`src/rtl/back_forward_call_history_defines.svh`:
```
// Assertion macros shared by the call history RTL.
`ifndef BACK_FORWARD_CALL_HISTORY_DEFINES_SVH
`define BACK_FORWARD_CALL_HISTORY_DEFINES_SVH

`ifndef SYNTH

// Same-cycle implication, sampled on clk, off while arst_n is low.
`define BFCH_ASSERT_NOW(label, ante, cons) \
	label: assert property (@(posedge clk) disable iff (!arst_n) (ante) |-> (cons)) \
		else $error("bfch check failed");

// Next-cycle implication, sampled on clk, off while arst_n is low.
`define BFCH_ASSERT_NEXT(label, ante, cons) \
	label: assert property (@(posedge clk) disable iff (!arst_n) (ante) |=> (cons)) \
		else $error("bfch check failed");

`else

`define BFCH_ASSERT_NOW(label, ante, cons)
`define BFCH_ASSERT_NEXT(label, ante, cons)

`endif

`endif

```
`src/rtl/bfch_ram.sv`:
```
// Generic simple dual-port RAM, one write port, one registered read port.
module bfch_ram #(
	parameter int WIDTH = 8,
	parameter int DEPTH = 16
) (
	input  logic                                     clk,
	input  logic                                     wr_en,
	input  logic [((DEPTH > 1) ? $clog2(DEPTH) : 1)-1:0] wr_addr,
	input  logic [WIDTH-1:0]                         wr_data,
	input  logic                                     rd_en,
	input  logic [((DEPTH > 1) ? $clog2(DEPTH) : 1)-1:0] rd_addr,
	output logic [WIDTH-1:0]                         rd_data
);

	logic [WIDTH-1:0] mem [DEPTH];

	always_ff @(posedge clk) begin
		if (wr_en) begin
			mem[wr_addr] <= wr_data;
		end
	end

	// read data holds while rd_en is low
	always_ff @(posedge clk) begin
		if (rd_en) begin
			rd_data <= mem[rd_addr];
		end
	end

endmodule
```
`config.mk`:
```
export PLATFORM = sky130hd
export DESIGN_NAME = bfch_ram
export DESIGN_NICKNAME = d
export VERILOG_FILES = /design/src/rtl/back_forward_call_history_defines.svh /design/src/rtl/bfch_ram.sv
export SDC_FILE = /design/constraint.sdc
export NUM_CORES = 1
export LEC_CHECK = 0
export BUFFER_PORTS_ARGS = -buffer_cell sky130_fd_sc_hd__buf_2
export CAP_MARGIN = 10
export CORE_MARGIN = 2
export CORE_UTILIZATION = 35
export DETAILED_ROUTE_END_ITERATION = 12
export HOLD_SLACK_MARGIN = 0.08
export PLACE_DENSITY = 0.59
export SYNTH_ARGS = -nofsm -noshare
export SYNTH_HDL_FRONTEND = slang
export SYNTH_SLANG_ARGS = --single-unit
```
`constraint.sdc`:
```
create_clock -name clk -period 5.1 [get_ports clk]
set_input_delay 0.51 -clock clk [delete_from_list [all_inputs] [get_ports clk]]
set_output_delay 0.51 -clock clk [all_outputs]
set_load 0.01 [all_outputs]
```
==> flow_summary.ini <==
[synth]
ys_seq_elements = 136
synth_most_common_cell = edfxtp_1
synthTopCellsByArea = edfxtp_1 78%, mux4_2 7.8%, mux4_1 7.0%
synth_top_area_cell = edfxtp_1
syn_area_um2 = 5228
synth_edf_count = 136
synth_area_per_cell_um2 = 22.83
synth_cells = 229
yosys_most_used_dff = edfxtp_1
synth_nets = 248
async_reset_ff_share_pct = 0
synth_common_cells = 136 x edfxtp_1, 18 x mux4_2, 16 x a22oi_1
yosys_warnings = 0
synth_cell_type_count = 18
synth_top_cell_area_share_pct = 78.12
seq_area_frac_synth_pct = 78.12

[worst_hold_path]
hold_path_class = in2reg
holdPathStages = 1

[timing]
slew_headroom_pct = 28.82
rsz0062_at_grt = no
finalMaxSlewViolations = 0
setup-tns-final_ps = 0
period_minus_slack_ps = 2116
hold_violations = 0
clock_skew_ps = 10.52
max_freq_mhz = 472.6
finalSetupViolCount = 0
timing.final.ws_setup_ps = 2984
tightestPinTransition_ps = 1064
min_period_over_period_pct = 41.49

[clock_network]
cts_root_buffer = clkbuf_16
clk_pin_slew_ps = 60
htree_levels = 4
clockBufferDepth = 2
cts_resized = 0
postCtsHoldBufs = 0
cts.sinks = 136
clock_latency_ps = 420
post_cts_buffers = 0
cts_tree = done
cts_buffers = 17

[placed_design]
portBuffers = 26
dp_worst_setup_slack_ps = 2486
placed_area_um2 = 5539
placed_cells = 434
dp_hpwl_um = 6509
gp_congestion = 0.7356

[critical_path]
crit_path_end_kind = flop
path_cells = buf_2 -> buf_4 -> mux4_1 -> a22oi_1 -> nand2_1
crit_path_start_kind = input port
arrival_ps = 2270
path_max_fanout = 19
crit_buf_inv = 2
slowest_delay_ps = 630
rr_worst_depth = 3
worst-setup-path-type = in2reg
required_ps = 5260
cpLargestDelayFamily = buffers and inverters
crit_cells = 5
slowest_stage = mux4_1

[run_status]
outcome = finished, final reports clean

[detailed_routing]
wl_per_cell_um = 22.34
wl_um = 10410
dr.pass1.iters = 4
dr_total_vias = 2369
postRouteAntennaNets = 0
drc = 0
vias_per_cell = 5.084
drt_iter0_markers = 210

[grt]
grt_pass1_wl_um = 15830
grt_antenna_before_repair = 0
grt_max_degree = 33
grt_use_total_pct = 13.99
grt-ovfl-total = 0
first_global_vias = 2544

[finish]
area_growth_syn_to_layout_pct = 17.74
num_antenna_cells = 0
layout.cells.non_filler = 466
nets = 288
final_area_um2 = 6155
drive_gt1_share_pct = 29.08

[die]
pin_count = 27
die_y_um = 126.2
fp-row-count = 44
die_width_um = 126.2
die_area_um2 = 15930
start_util_pct = 35.83
core_area_um2 = 14590

[power_and_ir_drop]
powerDensity_nw_per_um2 = 429.1
ir_drop_mv = 0.2233
p_leak_uw = 0.002029
total_power_uw = 2641

[job]
maxCapViolCount = 0
[power by group]
part           total, uW  internal [uW]  switching, uW
clock               1260            781            482
sequential          1270           1260           6.60
combinational        112           44.4           67.9
[registers in the layout (all words and copies together), names as in the netlist]
register,flops
mem,128
rd_data,8
[layer usage]
layer  vias to the layer above  GRT usage (%)  part of all wire [%]
li1                       1067              -                     -
met1                      1226          19.41                    44
met2                        71          21.47                    50
met3                         5          4.376                   5.9
met4                         0          4.072                  0.44
met5                         -              0                     0
[worst paths after layout]
kind	slack, ps	to	from
max reg2reg	3560	rd_data[0]	mem[1][0]
min reg2reg	760	rd_data[2]	mem[12][2]
max	2980	rd_data[1]	rd_addr[0]
min	480	rd_data[7]	rd_en
[cell type report]
type / count / area (um2)
clock inverters: 15 / 190.2
flip-flops and latches: 136 / 4084
repair buffers: 31 / 167.7
fillers: 1257 / 8434
clock buffers: 17 / 425.4
well taps: 184 / 230.2
multi-input cells: 83 / 1057
[logic make-up (layout without fill, tap and decap cells)]
group | count (synthesis) | count (layout) | synth area share (%)
simple gates | 35 | 35 | 3.136
flops | 136 | 136 | 78.12
buf+inv | 10 | 63 | 1.651
mux | 32 | 32 | 14.79
compound gates | 16 | 16 | 2.298
[per-stage QoR]
stage	hold WS, ps	util [%]
after floorplan	608.9	-
after global placement	724.3	37.97
after detailed placement	738.2	37.97
after CTS	470.5	42.19
after global routing	468.5	42.19
final	475.5	42.19
[cells in the final DEF (no fill, tap or decap)]
cell type and instances:
nor2b_1 1, clkinv_2 1, nand2b_1 2, clkbuf_16 17
and2_1 1, and2b_1 1, buf_4 5, inv_6 6
a22oi_1 16, clkinv_4 1, nand2_1 9, nor2_1 13
or3b_2 1, nor3_1 4, nand3b_1 2, buf_2 26
mux4_1 14, edfxtp_1 136, mux4_2 18, clkinvlp_4 3
nand3_1 1, bufinv_16 3, inv_8 1
Power figures use the tool's default switching activity.
